[src/rtl/imsp_pkg.sv]
`timescale 1ns / 1ps

package imsp_pkg;

  // Fixed field widths of the stream items and registers
  localparam int unsigned FieldW   = 32;
  localparam int unsigned GapW     = 16;
  localparam int unsigned LenW     = 32;
  localparam int unsigned CfgIdxW  = 1;
  localparam int unsigned CfgDataW = 32;

  // Register reset values
  localparam logic [GapW-1:0] MergeGapRst = GapW'(50);
  localparam logic [LenW-1:0] PieceLenRst = LenW'(5000);

  // Register indexes of the configuration port
  localparam logic [CfgIdxW-1:0] CfgMergeGap    = 1'b0;
  localparam logic [CfgIdxW-1:0] CfgPieceLength = 1'b1;

  // Request to the shared add/subtract/compare unit
  typedef struct packed {
    logic [FieldW-1:0] a;
    logic [FieldW-1:0] b;
    logic [FieldW-1:0] c;
    logic              sub;
  } alu_req_t;

  // Response of the shared unit
  typedef struct packed {
    logic [FieldW-1:0] res;
    logic              gt;
  } alu_rsp_t;

  // One result item
  typedef struct packed {
    logic [FieldW-1:0] start;
    logic [FieldW-1:0] stop;
    logic              ovf;
    logic              fin;
  } piece_t;

endpackage

[src/rtl/imsp_alu.sv]
`timescale 1ns / 1ps

module imsp_alu (
  input  imsp_pkg::alu_req_t req_i,
  output imsp_pkg::alu_rsp_t rsp_o
);
  import imsp_pkg::*;

  logic [FieldW-1:0] b_op;
  logic [FieldW:0]   sum;

  // sub: a - b, gt when a >= b and the difference is above c
  assign b_op = req_i.sub ? ~req_i.b : req_i.b;
  assign sum  = {1'b0, req_i.a} + {1'b0, b_op} + {{FieldW{1'b0}}, req_i.sub};

  assign rsp_o.res = sum[FieldW-1:0];
  assign rsp_o.gt  = req_i.sub & sum[FieldW] & (sum[FieldW-1:0] > req_i.c);

endmodule

[src/rtl/imsp_ctrl.sv]
`timescale 1ns / 1ps

module imsp_ctrl #(
  parameter int unsigned MAX_PIECES = 32,
  parameter int unsigned COORD_BITS = 32
) (
  input  logic                                   clk_i,
  input  logic                                   rst_ni,
  input  logic                                   in_valid_i,
  output logic                                   in_ready_o,
  input  logic [imsp_pkg::FieldW-1:0]            in_start_i,
  input  logic [imsp_pkg::FieldW-1:0]            in_end_i,
  input  logic                                   in_last_i,
  input  logic [imsp_pkg::GapW-1:0]              gap_i,
  input  logic [imsp_pkg::LenW-1:0]              len_i,
  output imsp_pkg::alu_req_t                     alu_req_o,
  input  imsp_pkg::alu_rsp_t                     alu_rsp_i,
  input  logic                                   out_free_i,
  output logic                                   out_we_o,
  output imsp_pkg::piece_t                       out_piece_o
);
  import imsp_pkg::*;

  localparam int unsigned CW   = (COORD_BITS < FieldW) ? COORD_BITS : FieldW;
  localparam int unsigned CntW = $clog2(MAX_PIECES + 1);
  localparam logic [CntW-1:0] CntCap = CntW'(MAX_PIECES - 1);

  typedef enum logic [2:0] {
    ST_IDLE, ST_CHECK, ST_EXTEND, ST_FLUSH, ST_CMP, ST_ADD, ST_LAST
  } state_e;

  state_e          state_q;
  logic [CW-1:0]   start_q, end_q;
  logic            last_q;
  logic [CW-1:0]   rs_q, re_q;
  logic            open_q;
  logic [CW-1:0]   s_q, e_q;
  logic [CntW-1:0] cnt_q;
  logic            ovf_q;
  logic            flush_q;

  assign in_ready_o = (state_q == ST_IDLE);

  // Operand selection for the shared unit
  always_comb begin
    alu_req_o = '0;
    unique case (state_q)
      ST_CHECK: begin
        alu_req_o.a   = FieldW'(start_q);
        alu_req_o.b   = FieldW'(re_q);
        alu_req_o.c   = FieldW'(gap_i);
        alu_req_o.sub = 1'b1;
      end
      ST_EXTEND: begin
        alu_req_o.a   = FieldW'(end_q);
        alu_req_o.b   = FieldW'(re_q);
        alu_req_o.sub = 1'b1;
      end
      ST_CMP: begin
        alu_req_o.a   = FieldW'(e_q);
        alu_req_o.b   = FieldW'(s_q);
        alu_req_o.c   = len_i;
        alu_req_o.sub = 1'b1;
      end
      ST_ADD: begin
        alu_req_o.a = FieldW'(s_q);
        alu_req_o.b = len_i;
      end
      default: alu_req_o = '0;
    endcase
  end

  // Piece write toward the output register
  always_comb begin
    out_we_o    = 1'b0;
    out_piece_o = '0;
    unique case (state_q)
      ST_ADD: begin
        out_we_o          = out_free_i;
        out_piece_o.start = FieldW'(s_q);
        out_piece_o.stop  = FieldW'(alu_rsp_i.res[CW-1:0]);
      end
      ST_LAST: begin
        out_we_o          = out_free_i;
        out_piece_o.start = FieldW'(s_q);
        out_piece_o.stop  = FieldW'(e_q);
        out_piece_o.ovf   = ovf_q;
        out_piece_o.fin   = flush_q | ~last_q;
      end
      default: out_we_o = 1'b0;
    endcase
  end

  always_ff @(posedge clk_i or negedge rst_ni) begin
    if (!rst_ni) begin
      state_q <= ST_IDLE;
      start_q <= '0;
      end_q   <= '0;
      last_q  <= 1'b0;
      rs_q    <= '0;
      re_q    <= '0;
      open_q  <= 1'b0;
      s_q     <= '0;
      e_q     <= '0;
      cnt_q   <= '0;
      ovf_q   <= 1'b0;
      flush_q <= 1'b0;
    end else begin
      unique case (state_q)
        ST_IDLE: begin
          if (in_valid_i) begin
            start_q <= in_start_i[CW-1:0];
            end_q   <= in_end_i[CW-1:0];
            last_q  <= in_last_i;
            state_q <= ST_CHECK;
          end
        end
        ST_CHECK: begin
          if (!open_q) begin
            rs_q    <= start_q;
            re_q    <= end_q;
            open_q  <= 1'b1;
            state_q <= ST_FLUSH;
          end else if (alu_rsp_i.gt) begin
            s_q     <= rs_q;
            e_q     <= re_q;
            cnt_q   <= '0;
            flush_q <= 1'b0;
            state_q <= ST_CMP;
          end else begin
            state_q <= ST_EXTEND;
          end
        end
        ST_EXTEND: begin
          if (alu_rsp_i.gt) begin
            re_q <= end_q;
          end
          state_q <= ST_FLUSH;
        end
        ST_FLUSH: begin
          if (last_q) begin
            s_q     <= rs_q;
            e_q     <= re_q;
            cnt_q   <= '0;
            flush_q <= 1'b1;
            state_q <= ST_CMP;
          end else begin
            state_q <= ST_IDLE;
          end
        end
        ST_CMP: begin
          if (alu_rsp_i.gt && (cnt_q < CntCap)) begin
            state_q <= ST_ADD;
          end else begin
            ovf_q   <= alu_rsp_i.gt;
            state_q <= ST_LAST;
          end
        end
        ST_ADD: begin
          if (out_free_i) begin
            s_q     <= alu_rsp_i.res[CW-1:0];
            cnt_q   <= cnt_q + 1'b1;
            state_q <= ST_CMP;
          end
        end
        ST_LAST: begin
          if (out_free_i) begin
            if (flush_q) begin
              open_q  <= 1'b0;
              rs_q    <= '0;
              re_q    <= '0;
              state_q <= ST_IDLE;
            end else begin
              rs_q    <= start_q;
              re_q    <= end_q;
              state_q <= ST_FLUSH;
            end
          end
        end
        default: state_q <= ST_IDLE;
      endcase
    end
  end

endmodule

[src/rtl/interval_merge_and_split.sv]
`timescale 1ns / 1ps

// Channel   Direction  tdata (low bit up)                tuser           tlast
// s_axis    in         interval_start, interval_end      -               group_last
// m_axis    out        piece_start, piece_end            piece_overflow  final_piece
// cfg       in         index 0 merge_gap, 1 piece_length (write only)
//
// One item is in flight at a time, on one shared 32-bit add/subtract/compare unit.
// Merging into the open region steps through accept, merge check, extend and flush
// check; an item that opens or closes a region skips the extend step. Each piece
// adds a compare, then a piece write; a close plus group_last emits both.
// A stall on m_axis holds the piece write; s_axis stays low until the item's last
// piece sits in the output register. Reset closes the region, loads 50 and 5000.

module interval_merge_and_split #(
  parameter int unsigned MAX_PIECES = 32,
  parameter int unsigned COORD_BITS = 32
) (
  input  logic                              clk_i,
  input  logic                              rst_ni,
  // interval_start [31:0], interval_end [63:32]
  input  logic [2*imsp_pkg::FieldW-1:0]     s_axis_tdata,
  input  logic                              s_axis_tlast,
  input  logic                              s_axis_tvalid,
  output logic                              s_axis_tready,
  // piece_start [31:0], piece_end [63:32]
  output logic [2*imsp_pkg::FieldW-1:0]     m_axis_tdata,
  // piece_overflow [0]
  output logic [0:0]                        m_axis_tuser,
  output logic                              m_axis_tlast,
  output logic                              m_axis_tvalid,
  input  logic                              m_axis_tready,
  input  logic                              cfg_we_i,
  input  logic [imsp_pkg::CfgIdxW-1:0]      cfg_addr_i,
  input  logic [imsp_pkg::CfgDataW-1:0]     cfg_wdata_i
);
  import imsp_pkg::*;

  logic [GapW-1:0] gap_q;
  logic [LenW-1:0] len_q;
  logic [LenW-1:0] len_eff;

  alu_req_t alu_req;
  alu_rsp_t alu_rsp;

  logic   out_we;
  logic   out_free;
  piece_t out_piece;
  piece_t out_q;
  logic   out_valid_q;

  // Configuration: take a write whenever enabled
  always_ff @(posedge clk_i or negedge rst_ni) begin
    if (!rst_ni) begin
      gap_q <= MergeGapRst;
      len_q <= PieceLenRst;
    end else if (cfg_we_i) begin
      unique case (cfg_addr_i)
        CfgMergeGap:    gap_q <= cfg_wdata_i[GapW-1:0];
        CfgPieceLength: len_q <= cfg_wdata_i[LenW-1:0];
        default:        gap_q <= gap_q;
      endcase
    end
  end

  // Treat a zero piece length as one
  assign len_eff = (len_q == '0) ? LenW'(1) : len_q;

  imsp_alu u_alu (
    .req_i (alu_req),
    .rsp_o (alu_rsp)
  );

  imsp_ctrl #(
    .MAX_PIECES (MAX_PIECES),
    .COORD_BITS (COORD_BITS)
  ) u_ctrl (
    .clk_i       (clk_i),
    .rst_ni      (rst_ni),
    .in_valid_i  (s_axis_tvalid),
    .in_ready_o  (s_axis_tready),
    .in_start_i  (s_axis_tdata[FieldW-1:0]),
    .in_end_i    (s_axis_tdata[2*FieldW-1:FieldW]),
    .in_last_i   (s_axis_tlast),
    .gap_i       (gap_q),
    .len_i       (len_eff),
    .alu_req_o   (alu_req),
    .alu_rsp_i   (alu_rsp),
    .out_free_i  (out_free),
    .out_we_o    (out_we),
    .out_piece_o (out_piece)
  );

  // Output register: load a piece when the slot empties this cycle
  assign out_free = ~out_valid_q | m_axis_tready;

  always_ff @(posedge clk_i or negedge rst_ni) begin
    if (!rst_ni) begin
      out_valid_q <= 1'b0;
    end else if (out_we) begin
      out_valid_q <= 1'b1;
    end else if (m_axis_tready) begin
      out_valid_q <= 1'b0;
    end
  end

  always_ff @(posedge clk_i) begin
    if (out_we) begin
      out_q <= out_piece;
    end
  end

  assign m_axis_tvalid = out_valid_q;
  assign m_axis_tdata  = {out_q.stop, out_q.start};
  assign m_axis_tuser  = out_q.ovf;
  assign m_axis_tlast  = out_q.fin;

  // An accepted item keeps the block busy for at least the merge check
  a_busy_after_accept: assert property (@(posedge clk_i) disable iff (!rst_ni)
    s_axis_tvalid && s_axis_tready |=> !s_axis_tready)
    else $error("input taken again right after an item");

  // A capped piece always runs forward to the region end
  a_ovf_piece_forward: assert property (@(posedge clk_i) disable iff (!rst_ni)
    m_axis_tvalid && m_axis_tuser[0] |->
      (m_axis_tdata[2*FieldW-1:FieldW] > m_axis_tdata[FieldW-1:0]))
    else $error("overflow piece does not extend past its start");

  // A new piece only appears once the previous one was taken
  a_no_overwrite: assert property (@(posedge clk_i) disable iff (!rst_ni)
    m_axis_tvalid && !m_axis_tready |-> !out_we)
    else $error("output register overwritten while stalled");

endmodule

[config.mk]
export PLATFORM = sky130hd
export DESIGN_NAME = interval_merge_and_split
export DESIGN_NICKNAME = d
export VERILOG_FILES = /design/src/rtl/imsp_pkg.sv /design/src/rtl/imsp_alu.sv /design/src/rtl/imsp_ctrl.sv /design/src/rtl/interval_merge_and_split.sv
export SDC_FILE = /design/constraint.sdc
export NUM_CORES = 1
export LEC_CHECK = 0
export BUFFER_PORTS_ARGS = -buffer_cell sky130_fd_sc_hd__buf_2
export CAP_MARGIN = 0
export CORE_MARGIN = 3
export CORE_UTILIZATION = 64
export DETAILED_ROUTE_END_ITERATION = 12
export PLACE_DENSITY = 0.86
export RECOVER_POWER = 50
export SETUP_SLACK_MARGIN = 0.5
export SYNTH_ARGS = -nofsm -noshare
export SYNTH_HDL_FRONTEND = slang
export SYNTH_SLANG_ARGS = --single-unit
export TNS_END_PERCENT = 1
[constraint.sdc]
create_clock -name clk_i -period 12.5 [get_ports clk_i]
set_input_delay 3.125 -clock clk_i [delete_from_list [all_inputs] [get_ports clk_i]]
set_output_delay 3.125 -clock clk_i [all_outputs]
set_load 0.05 [all_outputs]
==> flow_summary_export.csv, run 1 <==
group,metric,value,unit
status,status,"complete, but fails checks",
status,violations,"capacitance limit, slew limit",
die,start_util,0.663,
logic_synthesis,synth-compound-area-share,0.170,
sta,hold_violations,0,
sta,max_freq,96.0,MHz
global_route,grt_usage,0.332,
sta,slew_violations,324,
drt,ant_nets,0,
placed_design,dp_cells,2049,
sta,finalCritPeriodShare,0.833,
worst_setup_path,rrSetupSlack,2.09,ns
worst_setup_path,worstSetupPathDepth,25,
worst_setup_path,startpoint_type,"register",
clock_tree,clock_sinks,320,
final_layout,layout_commonest_cell,"nand2_1",
logic_synthesis,synthAdderAreaFrac,0.0475,
worst_setup_path,r2r-start,"u_ctrl.state_q[2]$_DFFE_PN0P_",
logic_synthesis,synth-async-reset-ratio,0.794,
clock_tree,cts_root_buf,"clkbuf_16",
logic_synthesis,muxShareOfSynthArea,0.122,
die,die_w,169,um
clock_tree,hold_buffers,0,
final_layout,drive_above_1_share,0.197,
global_route,grt-ovfl-total,0,
clock_tree,clock_latency,0.52,ns
clock_tree,cts_inserted_buffers,34,
logic_synthesis,synth_fp_nets,1795,
worst_setup_path,crit_family,"simple AND/OR/NAND/NOR gates",
worst_setup_path,cp_slowest_stage_delay,1.67,ns
placed_design,dp.final_hpwl,31300,um
final_layout,final_cells,2110,
flow_run,maxCapViolCount,7,
sta,clock_skew,0.0190,ns
clock_tree,clk_pin_slew,0.06,ns
worst_setup_path,setup.worst_path.class,"register to register",
worst_setup_path,critPathLaunch,"u_ctrl.state_q[2]$_DFFE_PN0P_",
worst_setup_path,timing.rr.end,"u_ctrl.s_q[22]$_DFFE_PN0P_",
logic_synthesis,netlist_area,17000,um2
placed_design,gp_congestion,0.953,
worst_setup_path,cp-endpoint,"u_ctrl.s_q[22]$_DFFE_PN0P_",
clock_tree,cts.repair.resized,0,
die,rows,58,
worst_setup_path,cp-end-kind,"register",
drt,wirelength,47700,um
final_layout,fillers,1799,
die,io_pins,171,
drt,drc_errors,0,
drt,vias,13959,
global_route,grt_max_degree,93,
logic_synthesis,ys_seq_area_frac,0.492,
die,coreArea,25600,um2
drt,first_iter_violations,1509,
logic_synthesis,synth_cells,1629,
drt,wl_per_cell,22.6,um
worst_setup_path,critPathRequiredTime,12.88,ns
final_layout,final_cell_mix,"260 x nand2_1, 246 x dfrtp_1, 160 x mux2_2",
logic_synthesis,synth_xor_area_frac,0.0175,
logic_synthesis,ys.flop_type,"dfrtp_1",
clock_tree,htree_levels,2,
die,dieHeight,169,um
sta,rsz0062_at_grt,"false",
clock_tree,cts_setup_buffers,0,
sta,finalSetupTns,0,ns
logic_synthesis,synth_warnings,0,
sta,fin_crit,10.41,ns
clock_tree,cts_tree,"yes",
logic_synthesis,ys_ff_latch,320,
logic_synthesis,synth-edff-count,66,
sta,slew_headroom,-2.28,
final_layout,syn_to_final_growth,11.8,%
hold_path,hold_class,"register to register",
logic_synthesis,ys_types,69,
worst_setup_path,cp.arrival,10.79,ns
final_layout,final_util,0.741,
clock_tree,clockBufferDepth,3,
worst_setup_path,path_max_fanout,67,
worst_setup_path,ff2ff_path_depth,25,
drt,dr.pass1.iters,7,
worst_setup_path,crit_slowest_cell,"and2_0",
logic_synthesis,synth.avg_cell_area,10.4,um2
final_layout,layout.nets,1921,
logic_synthesis,synth-simple-area-share,0.118,
die,die-area,28500,um2
logic_synthesis,synth_top_family_by_area,"compound AO/OA/AOI/OAI gates",
drt,post_drt_via_cell_ratio,6.62,
global_route,antenna_found_initial,0,
sta,final-setup-viol-count,0,
final_layout,diodes,0,
global_route,grt_pass1_vias,14166,
sta,worstMarginPinSlew,4.92,ns
worst_setup_path,cp_num_buf_inv,3,
global_route,grt_pass1_wl,75700,um
placed_design,io_buffers,170,
[kinds of logic (layout without fill, tap and decap cells)]
kind of cell | count (synthesis) | in the layout
AO/OA/AOI/OAI | 435 | 435
XOR/XNOR | 34 | 34
adder cells (fa/ha/maj) | 64 | 64
buffers and inverters | 134 | 285
flip-flops | 320 | 320
multiplexers | 186 | 186
AND/OR/NAND/NOR | 456 | 456
[how the worst min path moves through the flow]
| stage | startpoint | cells past startpoint | slack (ns) | end |
|---|---|---|---|---|
| after CTS | u_ctrl.rs_q[19]$_DFFE_PN0P_ | 2 | 0.48 | u_ctrl.rs_q[19]$_DFFE_PN0P_ |
| after detailed placement | u_ctrl.rs_q[19]$_DFFE_PN0P_ | 2 | 0.47 | u_ctrl.rs_q[19]$_DFFE_PN0P_ |
| after global routing | u_ctrl.rs_q[10]$_DFFE_PN0P_ | 2 | 0.51 | u_ctrl.rs_q[10]$_DFFE_PN0P_ |
| after global placement | u_ctrl.rs_q[5]$_DFFE_PN0P_ | 2 | 0.46 | u_ctrl.rs_q[5]$_DFFE_PN0P_ |
| after floorplan | u_ctrl.rs_q[25]$_DFFE_PN0P_ | 2 | 0.45 | u_ctrl.rs_q[25]$_DFFE_PN0P_ |
| final | u_ctrl.rs_q[19]$_DFFE_PN0P_ | 2 | 0.48 | u_ctrl.rs_q[19]$_DFFE_PN0P_ |
[cell type report]
| class | instances | area (um2) | share of cell area |
|---|---|---|---|
| inverters | 31 | 116 | 0.00613 |
| flip-flops and latches | 320 | 8350 | 0.440 |
| clock inverters | 6 | 36.3 | 0.00191 |
| repair buffers | 193 | 920 | 0.0485 |
| multi-input cells | 1175 | 8100 | 0.427 |
| well taps | 330 | 413 | 0.0218 |
| clock buffers | 55 | 1040 | 0.0550 |
[flip-flops by register name, indices dropped and copies added (netlist names), 16 cells and up]
signal,cells
u_ctrl.e_q,32
gap_q,16
u_ctrl.end_q,32
u_ctrl.start_q,32
len_q,32
m_axis_tdata,64
u_ctrl.s_q,32
u_ctrl.re_q,32
u_ctrl.rs_q,32
[cell usage after synthesis (9+ instances only)]
cell,n,area (um2)
buf_2,9,45.0
mux2_2,161,1810
a22oi_1,76,571
xor2_1,13,114
mux2i_1,14,140
buf_1,15,56.3
mux2_1,11,124
xnor2_1,21,184
nor4_1,10,62.6
o22ai_1,31,194
ha_1,62,776
a22o_1,40,350
o21ai_0,97,485
a21oi_1,85,425
dfrtp_1,246,6160
edfxtp_1,66,1980
nor3_1,12,60.1
and2_1,39,244
clkbuf_1,71,267
a21o_1,39,293
inv_1,31,116
nand2_1,260,976
nor2_1,80,300
[worst min-delay path, cell delays in order (launching register included)]
cell and delay, ns:
dfrtp_1 0.34, nand2_1 0.05, o21ai_0 0.06
[routing by layer]
metal / track usage / part of all wire
met5: 0 / 0
met4: 0.146 / 0.043
met3: 0.0518 / 0.095
met2: 0.536 / 0.47
met1: 0.450 / 0.39
[through the flow]
stage | cell area (um2) | hold WS, ns | setup slack [ns]
6_report | 19000 | 0.479 | 2.09
5_1_grt | 19000 | 0.511 | 1.46
3_3_place_gp | 18000 | 0.462 | 3.84
2_1_floorplan | 17000 | 0.446 | 5.56
3_5_place_dp | 18000 | 0.471 | 3.55
4_1_cts | 19100 | 0.483 | 3.51
Power of run 1 is left out: the tool's default activity adds up to more than one toggle a clock period on the data nets, which glitch-free logic cannot reach.
==> inputs of run 2 (changes only) <==
- ABC_AREA: not set -> 1
- CORE_UTILIZATION: 64 -> 60
- PLACE_DENSITY: 0.86 -> 0.82
- clock period: 12.5 -> 10.7 ns (I/O delays scaled with it)
==> flow_summary_export.csv, run 2 <==
group,metric,value,unit
worst_setup_path,cp_num_buf_inv,2,
sta,finalCritPeriodShare,0.780,
final_layout,multi_input_area,7400,um2
power,power.leakage,8.67,nW
power,p_clk_frac,0.160,
logic_synthesis,ys_ff_latch,320,
die,die_w,175,um
final_layout,final_cell_mix,"343 x nand2_1, 246 x dfrtp_1, 237 x inv_1",
die,die-area,30600,um2
clock_tree,hold_buffers,0,
final_layout,final_cells,2431,
final_layout,diodes,0,
placed_design,io_buffers,170,
global_route,grt_pass1_vias,14166,
worst_setup_path,crit_family,"buffers and inverters",
logic_synthesis,synthTopCellsByArea,"dfrtp_1 36%, edfxtp_1 12%, nand2_1 7.6%",
worst_setup_path,setup.worst_path.class,"input pin to asynchronous set/reset pin",
die,start_util,0.614,
sta,hold_violations,0,
clock_tree,clock_sinks,320,
worst_setup_path,crit_slowest_cell,"clkbuf_1",
power,finalPower,7.22,mW
clock_tree,clock_latency,0.57,ns
sta,worstMarginPinSlew,5.88,ns
sta,clock_skew,0.0130,ns
drt,post_drt_via_cell_ratio,5.90,
logic_synthesis,synth.most_common_cell,"nand2_1",
logic_synthesis,synth.avg_cell_area,9.02,um2
sta,fin_crit,8.35,ns
logic_synthesis,netlist_area,17100,um2
placed_design,gp_congestion,0.964,
worst_setup_path,critPathRequiredTime,11.02,ns
power,switching_share,0.476,
hold_path,hold_class,"register to register",
final_layout,fillers,2199,
drt,wl_per_cell,19.0,um
sta,final-setup-viol-count,0,
global_route,grt_usage,0.301,
placed_design,dp_cells,2373,
clock_tree,htree_levels,1,
clock_tree,cts.repair.resized,0,
clock_tree,cts_setup_buffers,0,
power,power_density,379,nW/um2
die,dieHeight,175,um
worst_setup_path,cp-end-kind,"asynchronous set/reset pin",
logic_synthesis,synth_fp_nets,2066,
sta,worst_slack,2.35,ns
worst_setup_path,cp_slowest_stage_delay,4.04,ns
worst_setup_path,startpoint_type,"input pin",
worst_setup_path,path_max_fanout,108,
drt,drc_errors,0,
clock_tree,cts_tree,"yes",
power,switchingPower,3.44,mW
final_layout,drive_above_1_share,0.175,
logic_synthesis,synth_cells,1900,
final_layout,regArea,8350,um2
status,violations,"capacitance limit, slew limit",
sta,finalSetupTns,0,ns
sta,slew_headroom,-2.92,
logic_synthesis,synth_warnings,0,
logic_synthesis,yosys-top-cells-count,"346 x nand2_1, 246 x dfrtp_1, 235 x inv_1, 211 x o21ai_0, 122 x nor2_1",
logic_synthesis,ys.flop_type,"dfrtp_1",
logic_synthesis,ys_seq_area_frac,0.487,
logic_synthesis,ys_types,59,
die,io_pins,171,
worst_setup_path,cp_cell_sequence,"clkbuf_1 > clkbuf_2",
drt,wirelength,46200,um
clock_tree,cts_root_buf,"clkbuf_16",
drt,ant_nets,0,
final_layout,layout_commonest_cell,"nand2_1",
global_route,grt-ovfl-total,0,
power,comb_power_share,0.571,
sta,rsz0062_at_grt,"false",
flow_run,maxCapViolCount,8,
worst_setup_path,cp.arrival,8.67,ns
sta,holdWs,0.484,ns
global_route,grt_max_degree,109,
drt,first_iter_violations,1748,
sta,max_freq,120,MHz
die,rows,61,
power,power.internal,3.79,mW
final_layout,largest_reg_flops,64,
logic_synthesis,yosys.area.top_type_share,0.359,
placed_design,dp_slack,2.72,ns
clock_tree,clk_pin_slew,0.06,ns
die,coreArea,27900,um2
power,seq_power_share,0.269,
clock_tree,clockBufferDepth,3,
power,peakVddDrop,0.194,mV
placed_design,dp.final_hpwl,31400,um
drt,dr.pass1.iters,7,
logic_synthesis,synth-async-reset-ratio,0.794,
sta,slew_violations,456,
global_route,antenna_found_initial,0,
clock_tree,cts_inserted_buffers,31,
logic_synthesis,yosys.area.top_type,"dfrtp_1",
drt,vias,14337,
final_layout,layout.nets,2194,
final_layout,syn_to_final_growth,11.3,%
logic_synthesis,synth-edff-count,66,
global_route,grt_pass1_wl,74500,um
status,status,"complete, but fails checks",
run 2: changes by cell type after synthesis, moves of 49 or more:
cell	before	now
nand2_1	260	346
o21ai_2	0	55
a22oi_1	76	0
mux2_2	161	77
nand3_1	8	57
inv_1	31	235
o21ai_0	97	211
run 2: per-layer routing:
metal	GRT usage	share of wire	up-vias	wire (um)
li1	-	-	6655	-
met1	0.436	0.42	6865	19600
met2	0.471	0.46	750	21000
met3	0.0617	0.10	67	4610
met4	0.0695	0.020	0	937
met5	0	0	-	0
run 2: cell type report:
type,instances,share of cell area
Tap cell,378,0.0248
Multi-Input combinational cell,1245,0.388
Clock inverter,15,0.0113
Clock buffer,43,0.0451
Inverter,244,0.0482
Sequential cell,320,0.438
Timing Repair Buffer,186,0.0452
run 2: logic make-up after synthesis:
| kind of cell | after synthesis | share of synthesized area |
|---|---|---|
| XOR/XNOR | 31 | 0.0158 |
| multiplexers | 77 | 0.0506 |
| buffers and inverters | 335 | 0.0818 |
| flip-flops | 320 | 0.487 |
| AO/OA/AOI/OAI | 477 | 0.171 |
| AND/OR/NAND/NOR | 597 | 0.148 |
| adder cells (fa/ha/maj) | 63 | 0.0464 |
run 2: power by group through the flow:
stage                     Sequential (mW)  Combinational (mW)  Clock (mW)
after floorplan                      1.97                3.06           0
after global placement               1.93                3.94           0
after detailed placement             1.95                4.02           0
after CTS                            1.93                4.07        1.16
after global routing                 1.98                4.60        1.21
final                                1.95                4.12        1.15
run 2: metrics by stage:
stage,instance area [um2],util
after floorplan,17100,-
after global placement,18100,0.649
after detailed placement,18100,0.649
after CTS,19200,0.688
after global routing,19100,0.683
final,19100,0.683
run 2: worst min-delay path: stages (launching register included):
cell     delay, ns
dfrtp_1       0.34
nand2_1       0.06
o21ai_2       0.05
run 2: worst paths after layout:
path / endpoint / cells after the start / start / slack (ns)
max: u_ctrl.end_q[23]$_DFFE_PN0P_ / 2 / rst_ni / 2.35
min in group asynchronous: u_ctrl.start_q[9]$_DFFE_PN0P_ / 1 / rst_ni / 4.29
max in group clk_i: u_ctrl.e_q[12]$_DFFE_PN0P_ / 31 / u_ctrl.state_q[1]$_DFFE_PN0P_ / 2.50
min reg2reg: u_ctrl.e_q[21]$_DFFE_PN0P_ / 2 / u_ctrl.e_q[21]$_DFFE_PN0P_ / 0.48
max reg2reg: u_ctrl.e_q[12]$_DFFE_PN0P_ / 31 / u_ctrl.state_q[1]$_DFFE_PN0P_ / 2.50
min: u_ctrl.e_q[21]$_DFFE_PN0P_ / 2 / u_ctrl.e_q[21]$_DFFE_PN0P_ / 0.48
Power figures use the tool's default switching activity.
==> inputs of run 3 (changes only) <==
- CORE_UTILIZATION: 60 -> 54
- PLACE_DENSITY: 0.82 -> 0.78
- clock period: 10.7 -> 7.1 ns (I/O delays scaled with it)
==> flow_summary_export.csv, run 3 (synthesized netlist as in run 2, its figures left out) <==
group,metric,value,unit
status,status,"complete, but fails checks",
status,violations,"capacitance limit, slew limit",
final_layout,syn_to_final_growth,13.3,%
worst_setup_path,cp.arrival,6.60,ns
clock_tree,cts_root_buf,"clkbuf_16",
sta,slew_violations,288,
hold_path,min_from,"u_ctrl.re_q[16]$_DFFE_PN0P_",
clock_tree,htree_levels,2,
worst_setup_path,r2r-start,"u_ctrl.state_q[0]$_DFFE_PN0P_",
sta,slew_headroom,-2.00,
worst_setup_path,crit_slowest_cell,"inv_1",
worst_setup_path,ff2ff_path_depth,31,
power,peakVddDrop,0.293,mV
die,die-area,33900,um2
final_layout,fillers,2657,
worst_setup_path,rrSetupSlack,0.93,ns
sta,finalCritPeriodShare,0.868,
placed_design,gp_congestion,0.954,
global_route,antenna_found_initial,0,
final_layout,regArea,8350,um2
placed_design,placed_cell_area,18300,um2
clock_tree,cts_tree,"yes",
placed_design,dp_slack,0.656,ns
worst_setup_path,critPathRequiredTime,7.54,ns
worst_setup_path,cp-end-kind,"register",
placed_design,io_buffers,170,
drt,post_drt_via_cell_ratio,5.73,
die,start_util,0.555,
drt,vias,14127,
clock_tree,clock_latency,0.51,ns
power,power.leakage,8.97,nW
flow_run,maxCapViolCount,6,
die,rows,64,
sta,hold_violations,0,
final_layout,drive_above_1_share,0.213,
sta,finalSetupTns,0,ns
clock_tree,clk_pin_slew,0.06,ns
drt,wl_per_cell,18.9,um
final_layout,final_cell_mix,"344 x nand2_1, 246 x dfrtp_1, 236 x inv_1",
placed_design,dp.final_hpwl,32700,um
worst_setup_path,path_max_fanout,18,
hold_path,min_delay_worst_endpoint,"u_ctrl.re_q[16]$_DFFE_PN0P_",
final_layout,final_cells,2466,
sta,rsz0062_at_grt,"false",
hold_path,min_path_cells,2,
sta,clock_skew,0.0119,ns
power,power_density,571,nW/um2
final_layout,layout.nets,2210,
die,coreArea,30900,um2
global_route,grt-ovfl-total,0,
clock_tree,cts_inserted_buffers,35,
sta,worstMarginPinSlew,4.51,ns
worst_setup_path,timing.rr.end,"u_ctrl.s_q[8]$_DFFE_PN0P_",
final_layout,layout_commonest_cell,"nand2_1",
final_layout,final_util,0.628,
global_route,grt_pass1_wl,74400,um
drt,ant_nets,0,
die,die_w,184,um
worst_setup_path,setup.worst_path.class,"register to register",
final_layout,final_area,19400,um2
global_route,grt_pass1_vias,13991,
sta,final-setup-viol-count,0,
worst_setup_path,cp_slowest_stage_delay,0.57,ns
final_layout,largest_reg_flops,64,
final_layout,multi_input_area,7390,um2
sta,holdWs,0.482,ns
drt,drc_errors,0,
drt,dr.pass1.iters,5,
clock_tree,clock_sinks,320,
sta,fin_crit,6.17,ns
hold_path,hold_class,"register to register",
die,io_pins,171,
clock_tree,clockBufferDepth,3,
clock_tree,hold_buffers,0,
sta,max_freq,162,MHz
global_route,grt_max_degree,161,
placed_design,dp_cells,2399,
power,finalPower,11.1,mW
drt,wirelength,46600,um
worst_setup_path,startpoint_type,"register",
drt,first_iter_violations,1404,
global_route,grt_usage,0.275,
sta,worst_slack,0.935,ns
final_layout,diodes,0,
die,dieHeight,184,um
-- run 3: layout make-up --
class / instances / area share
Tap cell: 396 / 0.0255
Inverter: 244 / 0.0476
Clock buffer: 50 / 0.0512
Multi-Input combinational cell: 1245 / 0.381
Timing Repair Buffer: 198 / 0.0578
Clock inverter: 13 / 0.00741
Sequential cell: 320 / 0.430
-- run 3: how the worst max path moves through the flow --
stage | cells after the start | end | slack [ns] | start
finish | 31 | u_ctrl.s_q[8]$_DFFE_PN0P_ | 0.93 | u_ctrl.state_q[0]$_DFFE_PN0P_
floorplan | 2 | m_axis_tdata[0]$_DFFE_PP_ | 2.00 | m_axis_tready
detailed placement | 32 | u_ctrl.s_q[3]$_DFFE_PN0P_ | 0.66 | u_ctrl.state_q[0]$_DFFE_PN0P_
global placement | 32 | u_ctrl.s_q[8]$_DFFE_PN0P_ | 0.81 | u_ctrl.state_q[0]$_DFFE_PN0P_
global route | 33 | u_ctrl.s_q[9]$_DFFE_PN0P_ | 0.35 | u_ctrl.state_q[1]$_DFFE_PN0P_
CTS | 32 | u_ctrl.s_q[1]$_DFFE_PN0P_ | 0.61 | u_ctrl.state_q[0]$_DFFE_PN0P_
-- run 3: repair_timing --
| item | CTS | global route |
|---|---|---|
| buffers inserted | 0 | 4 |
| gates resized for setup | 0 | 3 |
| endpoints found under the setup margin | 0 | 99 |
-- run 3: critical path: cells and delay by family (launching register included) --
| kind | cells | cell delay [ns] |
|---|---|---|
| simple gates | 15 | 1.82 |
| compound gates | 9 | 1.79 |
| fa+ha+maj | 2 | 0.61 |
| xor+xnor | 1 | 0.13 |
| flops | 1 | 0.40 |
| buf+inv | 4 | 1.34 |
-- run 3: power breakdown --
group          internal (mW)  switching, mW
clock network           1.09          0.723
logic                   2.26           4.10
registers               2.52          0.399
-- run 3: metal layers --
metal,track usage,wire [um],share of wire,up-vias
met4,0.0950,1640,0.035,0
met3,0.0533,3970,0.085,120
met1,0.390,20200,0.43,6713
met5,0,0,0,-
li1,-,-,-,6677
met2,0.426,20800,0.45,617
